`src/rtl/core/grid_rms_convergence_ratio_top_assert.svh`:
```
// Assertion macros shared by the RTL. Each expects clk and rst_n in scope.
`ifndef GRID_RMS_CONVERGENCE_RATIO_TOP_ASSERT_SVH
`define GRID_RMS_CONVERGENCE_RATIO_TOP_ASSERT_SVH

// The consequent must hold in the same cycle as the antecedent.
`define GRC_ASSERT_IMP(lbl, ante, cons, msg) \
  lbl: assert property (@(posedge clk) disable iff (!rst_n) (ante) |-> (cons)) \
    else $error(msg);

// The consequent must hold in the cycle after the antecedent.
`define GRC_ASSERT_NEXT(lbl, ante, cons, msg) \
  lbl: assert property (@(posedge clk) disable iff (!rst_n) (ante) |=> (cons)) \
    else $error(msg);

`endif

```
`src/rtl/core/grc_pkg.sv`:
```
package grc_pkg;

  localparam int SAMPLE_BITS_DEF = 24;
  localparam int MAX_POINTS_DEF  = 4096;

  localparam int SUM_W    = 64;
  localparam int HALF_W   = 32;
  localparam int RATIO_W  = 32;
  localparam int STATUS_W = 2;

  localparam logic [STATUS_W-1:0] ST_OK       = 2'd0;
  localparam logic [STATUS_W-1:0] ST_DEN_ZERO = 2'd1;
  localparam logic [STATUS_W-1:0] ST_EMPTY    = 2'd2;

  localparam logic [RATIO_W-1:0] RATIO_MAX = '1;

  // Datapath operations issued by the controller.
  localparam logic [2:0] OP_NOP       = 3'd0;
  localparam logic [2:0] OP_MUL       = 3'd1;
  localparam logic [2:0] OP_DIV_INIT  = 3'd2;
  localparam logic [2:0] OP_DIV_STEP  = 3'd3;
  localparam logic [2:0] OP_SQRT_STEP = 3'd4;
  localparam logic [2:0] OP_EMIT      = 3'd5;

  // Partial products of the cross multiplication.
  localparam logic [1:0] MSEL_S0_LO = 2'd0;
  localparam logic [1:0] MSEL_S0_HI = 2'd1;
  localparam logic [1:0] MSEL_S1_LO = 2'd2;
  localparam logic [1:0] MSEL_S1_HI = 2'd3;

  localparam int MUL_STEPS  = 4;
  localparam int DIV_STEPS  = 64;
  localparam int SQRT_STEPS = 32;
  localparam int STEP_W     = $clog2(DIV_STEPS);

  typedef struct packed {
    logic       push;
    logic [2:0] op;
    logic [1:0] mul_sel;
  } grc_cmd_t;

  typedef struct packed {
    logic pipe_busy;
    logic empty;
    logic s0_zero;
    logic s1_zero;
  } grc_acc_sts_t;

endpackage

```
`src/rtl/core/grc_accum.sv`:
```
module grc_accum #(
  parameter int SAMPLE_BITS = grc_pkg::SAMPLE_BITS_DEF,
  parameter int MAX_POINTS  = grc_pkg::MAX_POINTS_DEF,
  localparam int CNT_W      = $clog2(MAX_POINTS + 1)
) (
  input  logic                          clk,
  input  logic                          rst_n,
  input  grc_pkg::grc_cmd_t             cmd,
  input  logic                          in_set_sel,
  input  logic signed [SAMPLE_BITS-1:0] in_coarse_val,
  input  logic signed [SAMPLE_BITS-1:0] in_fine_val,
  output logic [grc_pkg::SUM_W-1:0]     sum0,
  output logic [grc_pkg::SUM_W-1:0]     sum1,
  output logic [CNT_W-1:0]              cnt0,
  output logic [CNT_W-1:0]              cnt1,
  output grc_pkg::grc_acc_sts_t         acc_sts
);
  import grc_pkg::*;

  logic signed [SAMPLE_BITS:0] diff;
  logic [SAMPLE_BITS:0]        mag_full;

  logic                     v1_r, set1_r;
  logic [SAMPLE_BITS-1:0]   mag1_r;
  logic                     v2_r, set2_r;
  logic [2*SAMPLE_BITS-1:0] sq2_r;

  logic [SUM_W-1:0] sum0_r, sum0_nxt, sum1_r, sum1_nxt;
  logic [CNT_W-1:0] cnt0_r, cnt0_nxt, cnt1_r, cnt1_nxt;
  logic [SUM_W-1:0] sum_sel, sum_sat;
  logic [SUM_W:0]   sum_add;
  logic [CNT_W-1:0] cnt_sel;
  logic             room;

  assign diff = $signed({in_coarse_val[SAMPLE_BITS-1], in_coarse_val})
              - $signed({in_fine_val[SAMPLE_BITS-1], in_fine_val});
  assign mag_full = diff[SAMPLE_BITS] ? -diff : diff;

  // Difference, then square, then saturating accumulate: one pair per cycle.
  always_ff @(posedge clk) begin
    if (!rst_n) begin
      v1_r <= 1'b0;
      v2_r <= 1'b0;
    end else begin
      v1_r <= cmd.push;
      v2_r <= v1_r;
    end
    set1_r <= in_set_sel;
    mag1_r <= mag_full[SAMPLE_BITS-1:0];
    set2_r <= set1_r;
    sq2_r  <= mag1_r * mag1_r;
  end

  assign sum_sel = set2_r ? sum1_r : sum0_r;
  assign cnt_sel = set2_r ? cnt1_r : cnt0_r;
  assign room    = cnt_sel < CNT_W'(MAX_POINTS);
  assign sum_add = {1'b0, sum_sel} + {1'b0, SUM_W'(sq2_r)};
  assign sum_sat = sum_add[SUM_W] ? '1 : sum_add[SUM_W-1:0];

  always_comb begin
    sum0_nxt = sum0_r;
    sum1_nxt = sum1_r;
    cnt0_nxt = cnt0_r;
    cnt1_nxt = cnt1_r;
    if (cmd.op == OP_EMIT) begin
      sum0_nxt = '0;
      sum1_nxt = '0;
      cnt0_nxt = '0;
      cnt1_nxt = '0;
    end else if (v2_r && room) begin
      if (set2_r) begin
        sum1_nxt = sum_sat;
        cnt1_nxt = cnt_sel + 1'b1;
      end else begin
        sum0_nxt = sum_sat;
        cnt0_nxt = cnt_sel + 1'b1;
      end
    end
  end

  always_ff @(posedge clk) begin
    if (!rst_n) begin
      sum0_r <= '0;
      sum1_r <= '0;
      cnt0_r <= '0;
      cnt1_r <= '0;
    end else begin
      sum0_r <= sum0_nxt;
      sum1_r <= sum1_nxt;
      cnt0_r <= cnt0_nxt;
      cnt1_r <= cnt1_nxt;
    end
  end

  assign sum0 = sum0_r;
  assign sum1 = sum1_r;
  assign cnt0 = cnt0_r;
  assign cnt1 = cnt1_r;

  assign acc_sts.pipe_busy = v1_r | v2_r;
  assign acc_sts.empty     = (cnt0_r == '0) || (cnt1_r == '0);
  assign acc_sts.s0_zero   = (sum0_r == '0);
  assign acc_sts.s1_zero   = (sum1_r == '0);

endmodule

```
`src/rtl/core/grc_ratio.sv`:
```
module grc_ratio #(
  parameter int MAX_POINTS = grc_pkg::MAX_POINTS_DEF,
  localparam int CNT_W     = $clog2(MAX_POINTS + 1)
) (
  input  logic                         clk,
  input  logic                         rst_n,
  input  grc_pkg::grc_cmd_t            cmd,
  input  logic [grc_pkg::SUM_W-1:0]    sum0,
  input  logic [grc_pkg::SUM_W-1:0]    sum1,
  input  logic [CNT_W-1:0]             cnt0,
  input  logic [CNT_W-1:0]             cnt1,
  input  grc_pkg::grc_acc_sts_t        acc_sts,
  output logic                         div_sat,
  output logic [grc_pkg::RATIO_W-1:0]  out_ratio,
  output logic [grc_pkg::STATUS_W-1:0] out_status
);
  import grc_pkg::*;

  localparam int PROD_W = HALF_W + CNT_W;
  localparam int NUM_W  = SUM_W + CNT_W;

  logic [HALF_W-1:0] mul_a;
  logic [CNT_W-1:0]  mul_b;
  logic [PROD_W-1:0] prod_r;
  logic              pv_r;
  logic [1:0]        psel_r;

  // num_r = S0*n1, den_r = S1*n0. The dividend is num_r shifted up 32 bits.
  logic [NUM_W-1:0]  num_r, den_r, rem_r;
  logic [SUM_W-1:0]  lo_r, q_r;
  logic [NUM_W:0]    dtrial, ddiff;
  logic              dge;
  logic              sat_r;

  logic [HALF_W-1:0]  root_r, srem_r;
  logic [HALF_W+1:0]  st, strial, sdiff;
  logic               sge;

  logic [RATIO_W-1:0]  ratio_r;
  logic [STATUS_W-1:0] status_r;

  always_comb begin
    case (cmd.mul_sel)
      MSEL_S0_LO: mul_a = sum0[HALF_W-1:0];
      MSEL_S0_HI: mul_a = sum0[SUM_W-1:HALF_W];
      MSEL_S1_LO: mul_a = sum1[HALF_W-1:0];
      default:    mul_a = sum1[SUM_W-1:HALF_W];
    endcase
  end
  assign mul_b = cmd.mul_sel[1] ? cnt0 : cnt1;

  always_ff @(posedge clk) begin
    if (!rst_n) begin
      pv_r <= 1'b0;
    end else begin
      pv_r <= (cmd.op == OP_MUL);
    end
    psel_r <= cmd.mul_sel;
    prod_r <= mul_a * mul_b;
  end

  always_ff @(posedge clk) begin
    if (pv_r) begin
      case (psel_r)
        MSEL_S0_LO: num_r <= NUM_W'(prod_r);
        MSEL_S0_HI: num_r <= num_r + {prod_r, {HALF_W{1'b0}}};
        MSEL_S1_LO: den_r <= NUM_W'(prod_r);
        default:    den_r <= den_r + {prod_r, {HALF_W{1'b0}}};
      endcase
    end
  end

  // Quotient overflows 64 bits when the upper part of the dividend reaches den.
  assign div_sat = NUM_W'(num_r[NUM_W-1:HALF_W]) >= den_r;

  assign dtrial = {rem_r, lo_r[SUM_W-1]};
  assign ddiff  = dtrial - {1'b0, den_r};
  assign dge    = dtrial >= {1'b0, den_r};

  assign st     = {srem_r, q_r[SUM_W-1 -: 2]};
  assign strial = {root_r, 2'b01};
  assign sdiff  = st - strial;
  assign sge    = st >= strial;

  always_ff @(posedge clk) begin
    case (cmd.op)
      OP_DIV_INIT: begin
        rem_r  <= NUM_W'(num_r[NUM_W-1:HALF_W]);
        lo_r   <= {num_r[HALF_W-1:0], {HALF_W{1'b0}}};
        q_r    <= '0;
        sat_r  <= div_sat;
        root_r <= '0;
        srem_r <= '0;
      end
      OP_DIV_STEP: begin
        rem_r <= dge ? ddiff[NUM_W-1:0] : dtrial[NUM_W-1:0];
        lo_r  <= {lo_r[SUM_W-2:0], 1'b0};
        q_r   <= {q_r[SUM_W-2:0], dge};
      end
      OP_SQRT_STEP: begin
        srem_r <= sge ? sdiff[HALF_W-1:0] : st[HALF_W-1:0];
        root_r <= {root_r[HALF_W-2:0], sge};
        q_r    <= {q_r[SUM_W-3:0], 2'b00};
      end
      OP_EMIT: begin
        if (acc_sts.empty) begin
          status_r <= ST_EMPTY;
          ratio_r  <= '0;
        end else if (acc_sts.s1_zero) begin
          status_r <= ST_DEN_ZERO;
          ratio_r  <= acc_sts.s0_zero ? '0 : RATIO_MAX;
        end else begin
          status_r <= ST_OK;
          ratio_r  <= sat_r ? RATIO_MAX : root_r;
        end
      end
      default: begin
      end
    endcase
  end

  assign out_ratio  = ratio_r;
  assign out_status = status_r;

endmodule

```
`src/rtl/core/grc_ctrl.sv`:
```
`include "grid_rms_convergence_ratio_top_assert.svh"

module grc_ctrl (
  input  logic                  clk,
  input  logic                  rst_n,
  input  logic                  in_valid,
  input  logic                  in_end_of_data,
  output logic                  in_stall,
  output logic                  out_valid,
  input  logic                  out_stall,
  input  grc_pkg::grc_acc_sts_t acc_sts,
  input  logic                  div_sat,
  output grc_pkg::grc_cmd_t     cmd
);
  import grc_pkg::*;

  localparam logic [2:0] S_ACCUM = 3'd0;
  localparam logic [2:0] S_DRAIN = 3'd1;
  localparam logic [2:0] S_MUL   = 3'd2;
  localparam logic [2:0] S_DIVI  = 3'd3;
  localparam logic [2:0] S_DIV   = 3'd4;
  localparam logic [2:0] S_SQRT  = 3'd5;
  localparam logic [2:0] S_EMIT  = 3'd6;

  logic [2:0]        state_r, state_nxt;
  logic [STEP_W-1:0] cnt_r, cnt_nxt;
  logic              out_valid_r, out_valid_nxt;
  logic              push;

  assign in_stall = (state_r != S_ACCUM);
  assign push     = in_valid && !in_stall;

  always_comb begin
    state_nxt     = state_r;
    cnt_nxt       = cnt_r;
    out_valid_nxt = out_valid_r && out_stall;
    cmd.push      = push;
    cmd.op        = OP_NOP;
    cmd.mul_sel   = cnt_r[1:0];
    case (state_r)
      S_ACCUM: begin
        if (push && in_end_of_data) begin
          state_nxt = S_DRAIN;
        end
      end
      S_DRAIN: begin
        if (!acc_sts.pipe_busy) begin
          cnt_nxt   = '0;
          state_nxt = (acc_sts.empty || acc_sts.s1_zero) ? S_EMIT : S_MUL;
        end
      end
      S_MUL: begin
        // A final pass with no product issued lets the last one land in its sum.
        if (cnt_r < STEP_W'(MUL_STEPS)) begin
          cmd.op  = OP_MUL;
          cnt_nxt = cnt_r + 1'b1;
        end else begin
          state_nxt = S_DIVI;
        end
      end
      S_DIVI: begin
        cmd.op    = OP_DIV_INIT;
        cnt_nxt   = '0;
        state_nxt = div_sat ? S_EMIT : S_DIV;
      end
      S_DIV: begin
        cmd.op  = OP_DIV_STEP;
        cnt_nxt = cnt_r + 1'b1;
        if (cnt_r == STEP_W'(DIV_STEPS - 1)) begin
          cnt_nxt   = '0;
          state_nxt = S_SQRT;
        end
      end
      S_SQRT: begin
        cmd.op  = OP_SQRT_STEP;
        cnt_nxt = cnt_r + 1'b1;
        if (cnt_r == STEP_W'(SQRT_STEPS - 1)) begin
          state_nxt = S_EMIT;
        end
      end
      S_EMIT: begin
        if (!out_valid_r || !out_stall) begin
          cmd.op        = OP_EMIT;
          out_valid_nxt = 1'b1;
          state_nxt     = S_ACCUM;
        end
      end
      default: begin
        state_nxt = S_ACCUM;
      end
    endcase
  end

  always_ff @(posedge clk) begin
    if (!rst_n) begin
      state_r     <= S_ACCUM;
      cnt_r       <= '0;
      out_valid_r <= 1'b0;
    end else begin
      state_r     <= state_nxt;
      cnt_r       <= cnt_nxt;
      out_valid_r <= out_valid_nxt;
    end
  end

  assign out_valid = out_valid_r;

  `GRC_ASSERT_NEXT(a_eod_drains, push && in_end_of_data, state_r == S_DRAIN,
                   "end of data did not start the drain")
  `GRC_ASSERT_IMP(a_emit_slot_free, cmd.op == OP_EMIT, !out_valid_r || !out_stall,
                  "result loaded over an untaken result")
  `GRC_ASSERT_NEXT(a_emit_shows, cmd.op == OP_EMIT, out_valid_r && state_r == S_ACCUM,
                   "loaded result not presented")
  `GRC_ASSERT_IMP(a_clear_quiet, cmd.op == OP_EMIT, !acc_sts.pipe_busy && !push,
                  "sums cleared while pairs were in flight")

endmodule

```
`src/rtl/core/grid_rms_convergence_ratio_top.sv`:
```
// Grid refinement convergence ratio of two RMS differences.
// Input channel (in_valid / in_stall): one transaction carries one sample pair,
// a coarse value and the finer value at twice its index, both signed Q4.20,
// tagged by in_set_sel as set 0 (4h against 2h) or set 1 (2h against h).
// Pairs are taken one per cycle; each adds its squared difference and one to
// its set's count, both saturating. A pair arriving at a full set is dropped.
// A transaction with in_end_of_data set is folded in and then closes the data
// set: the input stalls while the pipeline drains, the cross products are
// formed on one shared 32-bit multiplier, a restoring divider yields 64
// quotient bits and a digit-by-digit square root gives 32 bits. Then the
// result transaction (out_ratio in unsigned Q16.16, out_status) is loaded;
// with an empty set or a zero second sum the arithmetic is skipped, and a
// quotient that overflows skips the divide and root and saturates the ratio.
// The divider and square root loops take the longest part of the close.
// Loading the result clears all sums and counts and input is taken again.
// The output register holds a result while out_stall is high; new pairs keep
// flowing in meanwhile, and a second result waits until the first is taken.
// Reset (rst_n low, synchronous) clears sums, counts and the output valid.
module grid_rms_convergence_ratio_top #(
  parameter int SAMPLE_BITS = grc_pkg::SAMPLE_BITS_DEF,
  parameter int MAX_POINTS  = grc_pkg::MAX_POINTS_DEF
) (
  input  logic                         clk,
  input  logic                         rst_n,
  input  logic                         in_valid,
  output logic                         in_stall,
  input  logic                         in_set_sel,
  input  logic signed [SAMPLE_BITS-1:0] in_coarse_val,
  input  logic signed [SAMPLE_BITS-1:0] in_fine_val,
  input  logic                         in_end_of_data,
  output logic                         out_valid,
  input  logic                         out_stall,
  output logic [grc_pkg::RATIO_W-1:0]  out_ratio,
  output logic [grc_pkg::STATUS_W-1:0] out_status
);
  import grc_pkg::*;

  localparam int CNT_W = $clog2(MAX_POINTS + 1);

  grc_cmd_t         cmd;
  grc_acc_sts_t     acc_sts;
  logic             div_sat;
  logic [SUM_W-1:0] sum0, sum1;
  logic [CNT_W-1:0] cnt0, cnt1;

  // Sequencer: accepts pairs, runs the end-of-set arithmetic, owns out_valid.
  grc_ctrl u_ctrl (
    .clk            (clk),
    .rst_n          (rst_n),
    .in_valid       (in_valid),
    .in_end_of_data (in_end_of_data),
    .in_stall       (in_stall),
    .out_valid      (out_valid),
    .out_stall      (out_stall),
    .acc_sts        (acc_sts),
    .div_sat        (div_sat),
    .cmd            (cmd)
  );

  // Per-set sums of squared differences and pair counts.
  grc_accum #(
    .SAMPLE_BITS (SAMPLE_BITS),
    .MAX_POINTS  (MAX_POINTS)
  ) u_accum (
    .clk           (clk),
    .rst_n         (rst_n),
    .cmd           (cmd),
    .in_set_sel    (in_set_sel),
    .in_coarse_val (in_coarse_val),
    .in_fine_val   (in_fine_val),
    .sum0          (sum0),
    .sum1          (sum1),
    .cnt0          (cnt0),
    .cnt1          (cnt1),
    .acc_sts       (acc_sts)
  );

  // Cross multiply, divide, square root and the result register.
  grc_ratio #(
    .MAX_POINTS (MAX_POINTS)
  ) u_ratio (
    .clk        (clk),
    .rst_n      (rst_n),
    .cmd        (cmd),
    .sum0       (sum0),
    .sum1       (sum1),
    .cnt0       (cnt0),
    .cnt1       (cnt1),
    .acc_sts    (acc_sts),
    .div_sat    (div_sat),
    .out_ratio  (out_ratio),
    .out_status (out_status)
  );

endmodule

```
`config.mk`:
```
export PLATFORM = sky130hd
export DESIGN_NAME = grid_rms_convergence_ratio_top
export DESIGN_NICKNAME = d
export VERILOG_FILES = /design/src/rtl/core/grc_pkg.sv /design/src/rtl/core/grc_accum.sv /design/src/rtl/core/grc_ratio.sv /design/src/rtl/core/grc_ctrl.sv /design/src/rtl/core/grid_rms_convergence_ratio_top.sv
export VERILOG_INCLUDE_DIRS = /design/src /design/src/rtl/core
export SDC_FILE = /design/constraint.sdc
export NUM_CORES = 2
export LEC_CHECK = 0
export BUFFER_PORTS_ARGS = -buffer_cell sky130_fd_sc_hd__buf_4
export CAP_MARGIN = 20
export CORE_MARGIN = 2
export CORE_UTILIZATION = 40
export CTS_CLUSTER_DIAMETER = 50
export DETAILED_ROUTE_END_ITERATION = 10
export SYNTH_ARGS = -nofsm -noshare
export SYNTH_HDL_FRONTEND = slang
export SYNTH_SLANG_ARGS = --single-unit
```
`constraint.sdc`:
```
create_clock -name clk -period 10.4 [get_ports clk]
set_input_delay 1.04 -clock clk [delete_from_list [all_inputs] [get_ports clk]]
set_output_delay 1.04 -clock clk [all_outputs]
set_load 0.02 [all_outputs]
```
---- Yosys cells after proc, flatten, opt, wreduce, memory -nomap -nowiden ----
Index checks and enable logic that the tools add are counted.
Widths: inputs -> output; s select.
operators by class
  add/subtract/negate cells ............... 9
  $mul .................................... 2
  order comparisons ....................... 5
  equality and inequality tests ........... 24
  muxes and demuxes ....................... 37
  bitwise operators ....................... 4
  reductions and logical operators ........ 31
operators with widths
  cell              count
  $pmux 77 s2       3
  $pmux 64 s3       1
  $add 77x77->77    2
  $logic_not 64->1  2
  $mux 32           4
  $mux 64           2
  $pmux 32 s2       2
  $pmux 64 s2       1
  $pmux 32 s3       1
  $ge 78x77->1      1
  $ge 45x77->1      1
  $mux 77           1
  $sub 77x77->77    1
  $add 64x48->65    1
  $mul 24x24->48    1
  $mul 32x13->45    1
  $ge 34x34->1      1
  $sub 32x32->32    1
  $pmux 6 s5        1
  $logic_not 13->1  2
  $mux 13           2
  $sub 24x24->25    1
  $mux 24           1
  $mux 3            8
  33 further kinds  70
word-level totals
  register bits after elaboration ......... 746
  output and inout port bits .............. 36
  word-level logic and storage cells ...... 138

---- Longest topological paths before layout ----
  word-level depth ........................ 6
  gate-level depth with buffers ........... 30
  mapped depth without buffers ............ 28

---- Cells and area by module ----
Synthesis repeated with hierarchy kept, for this count alone.
second synthesis, totals
  cell total of the unflattened synthesis .. 8241
  area, all modules ....................... 75047.0 um2
modules (own cells, without submodules)
  module     times used  cells an instance  area an instance (um2)  seq. area each (um2)
  grc_ratio  1           4736               44492.7                 13753.2
  grc_accum  1           3415               29878.7                 4584.4
  grc_ctrl   1           90                 675.6                   200.2

---- Worst setup path before layout ----
No wires, ideal clock.
  path type ............................... register to register
  from .................................... reg u_ctrl.cnt_r[1]
  to ...................................... reg u_ratio.prod_r[42]
  setup time .............................. 0.072 ns
  arrival ................................. 7.221 ns
  required time ........................... 10.328 ns
  path slack .............................. 3.107 ns
  stages on the path, launching flop included .. 31
  buffers on the path ..................... 4
  cells stage by stage .................... dfxtp_1 -> clkbuf_1 -> buf_1 -> inv_1 -> ha_1 -> clkbuf_1 -> buf_1 -> a22oi_1 -> nand2_1 -> mux2_2 -> nand2_1 -> fa_1 -> fa_1 -> inv_1 -> fa_1 -> fa_1 -> inv_1 -> fa_1 -> inv_1 -> ha_1 -> a21o_1 -> a21oi_1 -> o21ai_0 -> a311oi_1 -> o21ai_0 -> a21oi_1 -> a31oi_1 -> a31o_2 -> a31o_2 -> a21oi_1 -> xnor2_1
on the way
  longest elaborated chain between the ends .. 3
  elaborated cells between the ends (all ways) .. 6
ends and longest elaborated chain
  what                                      line             source
  start: declaration                        grc_ctrl.sv:26   logic [STEP_W-1:0] cnt_r, cnt_nxt;
  start signal: assignment                  grc_ctrl.sv:101  cnt_r <= cnt_nxt;
  $eq 2x2->1, or another cell as far along  grc_ratio.sv:43  case (cmd.mul_sel)
  $pmux 32 s3                               grc_ratio.sv:43
  $mul 32x13->45 *                          grc_ratio.sv:59  prod_r <= mul_a * mul_b;
  end signal: assignment                    grc_ratio.sv:59
  end: declaration                          grc_ratio.sv:24  logic [PROD_W-1:0] prod_r;
Mark *: on every way between the ends. The rest lies on a longest branch, timed or not.
A chain may end at the register's enable or synchronous reset.

---- Final worst setup path ----
  from .................................... reg u_accum.mag1_r[1]
  to ...................................... reg u_accum.sq2_r[47]
on the way
  longest elaborated chain between the ends .. 1
ends and longest elaborated chain
  what                      line             source
  start: declaration        grc_accum.sv:24  logic [SAMPLE_BITS-1:0] mag1_r;
  start signal: assignment  grc_accum.sv:49  mag1_r <= mag_full[SAMPLE_BITS-1:0];
  $mul 24x24->48            grc_accum.sv:51  sq2_r <= mag1_r * mag1_r;
  end signal: assignment    grc_accum.sv:51
  end: declaration          grc_accum.sv:26  logic [2*SAMPLE_BITS-1:0] sq2_r;
Every way passes these cells.

==> flow_metrics.tcl <==
set metrics [dict create \
    status "complete, no violations" \
    clock_sinks 713 \
    die-area_um2 188000 \
    final_layout_size_suffix_gt1_frac 0.0628 \
    coreArea_um2 183000 \
    setup_viol_count_final 0 \
    endpoint_kind "flip-flop" \
    yosysWarningCount 0 \
    nFillCells 17800 \
    vias 58100 \
    place_congestion 0.930 \
    hold_path_class "reg2reg" \
    drc_errors 0 \
    cp-start-kind "flip-flop" \
    grt_max_degree 172 \
    io_buffers 89 \
    dieHeight_um 434 \
    clock_latency_ns 0.74 \
    syn_to_final_growth_pct 8.97 \
    ctsHoldBuffers 0 \
    viasPerCell 5.44 \
    slew_violations 0 \
    hold_viol 0 \
    synth-edff-count 426 \
    fin_worst_skew_ns 0.0837 \
    async_flop_share 0 \
    cts_resized 0 \
    dpl.hpwl_mm 160 \
    synth_top_area_share 0.208 \
    worst_slew_pin_slew_ns 1.06 \
    cts_root_buffer "clkbuf_16" \
    clock_path_buffers 3 \
    max_freq_ghz 0.118 \
    criticalPathCategory "reg2reg" \
    row_count 157 \
    syn_area_um2 73900 \
    required_ns 11.00 \
    wl_mm 208 \
    htree_num_levels 3 \
    drt_first_pass_iters 8 \
    antenna_found_initial 11 \
    wire_per_inst_um 19.5 \
    grt_pass1_vias 59000 \
    worstRegToRegCells 27 \
    initial_utilization 0.403 \
    yosysSeqAreaShare 0.251 \
    syn_area_per_cell_um2 9.01 \
    min_period_ns 8.49 \
    drt_iter0_markers 4277 \
    postRouteAntennaNets 0 \
    synthFlopType "edfxtp_1" \
    grt_pass1_wl_mm 332 \
    synth_cell_types 106 \
    post_cts_buffers 0 \
    utilization 0.439 \
    critPathArrivalTime_ns 9.08 \
    nets 9540 \
    rsz0062_at_grt "false" \
    finalCritPeriodShare 0.816 \
    cts_tree "done" \
    synth_fp_nets 9608 \
    maxCapViolCount 0 \
    yosysTopAreaCell "fa_1" \
    slew_headroom 0.294 \
    die_x_um 434 \
    cts_made_buffers 99 \
    setup_tns_ns 0 \
    whs_path_depth 0 \
    worstPathMaxFanout 24 \
    grt_remaining_overflow 0 \
    ios 90 \
    synthTopCellsByArea "fa_1 21%, edfxtp_1 17%, ha_1 10%" \
    grtUsageTotal 0.223 \
    synth_seq_cells 713 \
    cts.clk_slew.worst_paths_ns 0.06 \
    synthCells 8198 \
]
-- final cells by class --
type,count,area [um2],area share
repair buffers,160,1280,0.0159
clock inverters,76,813,0.0101
clock buffers,111,2580,0.0321
multi-input cells,5962,49700,0.617
diodes,4,10.0,0.000124
well taps,2464,3080,0.0383
inverters,1194,4480,0.0557
flip-flops and latches,713,18500,0.230
-- flip-flops by register name (all words and copies together) (netlist names), 13 cells and up --
register / cells
u_accum.cnt1: 13
u_ratio.rem_r: 77
u_ratio.srem_r: 32
u_accum.sum1: 64
u_ratio.lo_r: 32
u_accum.cnt0: 13
u_ratio.q_r: 64
u_ratio.root_r: 32
u_accum.mag1_r: 24
u_accum.sq2_r: 47
u_ratio.num_r: 77
u_ratio.den_r: 77
u_accum.sum0: 64
u_ratio.out_ratio: 32
u_ratio.prod_r: 45
-- worst max-delay path: stages, from the launching register on --
cell and delay, ns:
dfxtp_1 1.00, nand2_1 0.23, fa_1 0.59, inv_1 0.05, fa_1 0.47, inv_1 0.05
fa_1 0.47, inv_1 0.05, fa_1 0.49, inv_1 0.05, fa_1 0.47, inv_1 0.05
fa_1 0.53, inv_1 0.06, fa_1 0.53, inv_1 0.05, ha_1 0.35, and4_1 0.24
a21oi_1 0.13, o21ai_0 0.15, and3_1 0.26, o311ai_1 0.85, a21oi_1 0.20, nor4_1 0.34
nor2_1 0.09, a311o_1 0.35, a21oi_1 0.18, xnor2_1 0.13
-- worst paths after layout --
check | from | to | slack [ns]
max reg2reg | u_accum.mag1_r[1]$_DFF_P_ | u_accum.sq2_r[47]$_DFF_P_ | 1.91
min reg2reg | u_accum.set1_r$_DFF_P_ | u_accum.set2_r$_DFF_P_ | 0.33
max | u_accum.mag1_r[1]$_DFF_P_ | u_accum.sq2_r[47]$_DFF_P_ | 1.91
min | u_accum.set1_r$_DFF_P_ | u_accum.set2_r$_DFF_P_ | 0.33
-- kinds of logic after synthesis --
group	Yosys count	synth area share
DFF	713	0.251
muxes	177	0.0256
adders and majority gates	1356	0.308
and+or+nand+nor	2432	0.150
AOI/OAI and AO/OA	1627	0.144
xor gates and xnor gates	370	0.0439
buffers and inverters	1523	0.0780
-- cells in the final DEF, fill, tap and decap left out, types with 14 or more instances in the layout --
cell       synthesis  routed
fa_1             767     767
o31ai_1           25      25
nand2_1          924     920
and3_1            42      42
o21bai_1          56      56
a31oi_1           78      78
o21a_1            48      47
or3_1             25      25
xnor2_1          230     230
xor2_1           140     140
nand4_1           82      82
a31o_2            15      15
mux2_2            90      90
or2_2             16      16
inv_1           1193    1193
o21ai_0          319     317
a211oi_1         119     118
buf_4              6     155
and4_1            14      14
mux2i_1           85      81
edfxtp_1         426     426
a22oi_1           26      26
nor2b_1           63      60
nor3_1            77      76
a21o_1           223     223
clkinv_2           0      14
a22o_1            63      63
nor2_1           675     672
dfxtp_1          287     286
nor4_1            61      61
nand3_1          120     120
ha_1             589     589
a21oi_1          454     454
a211o_1           14      14
clkbuf_16          0     103
and2_1           249     247
o211ai_1          29      29
nand2b_1          53      50
-- cell usage after synthesis, types with 77 or more instances --
| cell | count |
|---|---|
| o21ai_0 | 319 |
| xor2_1 | 140 |
| inv_1 | 1193 |
| nor2_1 | 675 |
| fa_1 | 767 |
| dfxtp_1 | 287 |
| a21o_1 | 223 |
| nand2_1 | 924 |
| a211oi_1 | 119 |
| nor3_1 | 77 |
| mux2i_1 | 85 |
| clkbuf_1 | 290 |
| ha_1 | 589 |
| xnor2_1 | 230 |
| nand4_1 | 82 |
| mux2_2 | 90 |
| nand3_1 | 120 |
| edfxtp_1 | 426 |
| and2_1 | 249 |
| a31oi_1 | 78 |
| a21oi_1 | 454 |
-- layer usage --
metal	share of wire	vias up	wire, um	track usage
met5	0.000062	-	13	0
met4	0.049	2	10300	0.100
met3	0.052	417	10900	0.0255
met2	0.47	1658	97200	0.368
met1	0.43	28700	89900	0.295
li1	-	27300	-	-
-- through the flow --
| stage | hold slack [ns] | cells | area, um2 | setup slack [ns] |
|---|---|---|---|---|
| after CTS | 0.336 | 10700 | 80400 | 1.92 |
| after floorplan | 0.310 | 8198 | 73900 | 3.11 |
| after global placement | 0.316 | 10500 | 77000 | 1.86 |
| after global routing | 0.336 | 10700 | 80500 | 1.38 |
| after detailed placement | 0.328 | 10500 | 77000 | 1.94 |
| final | 0.332 | 10700 | 80500 | 1.91 |
Power is left out: the tool's default activity adds up to more than one toggle a clock period on the data nets, which glitch-free logic cannot reach.
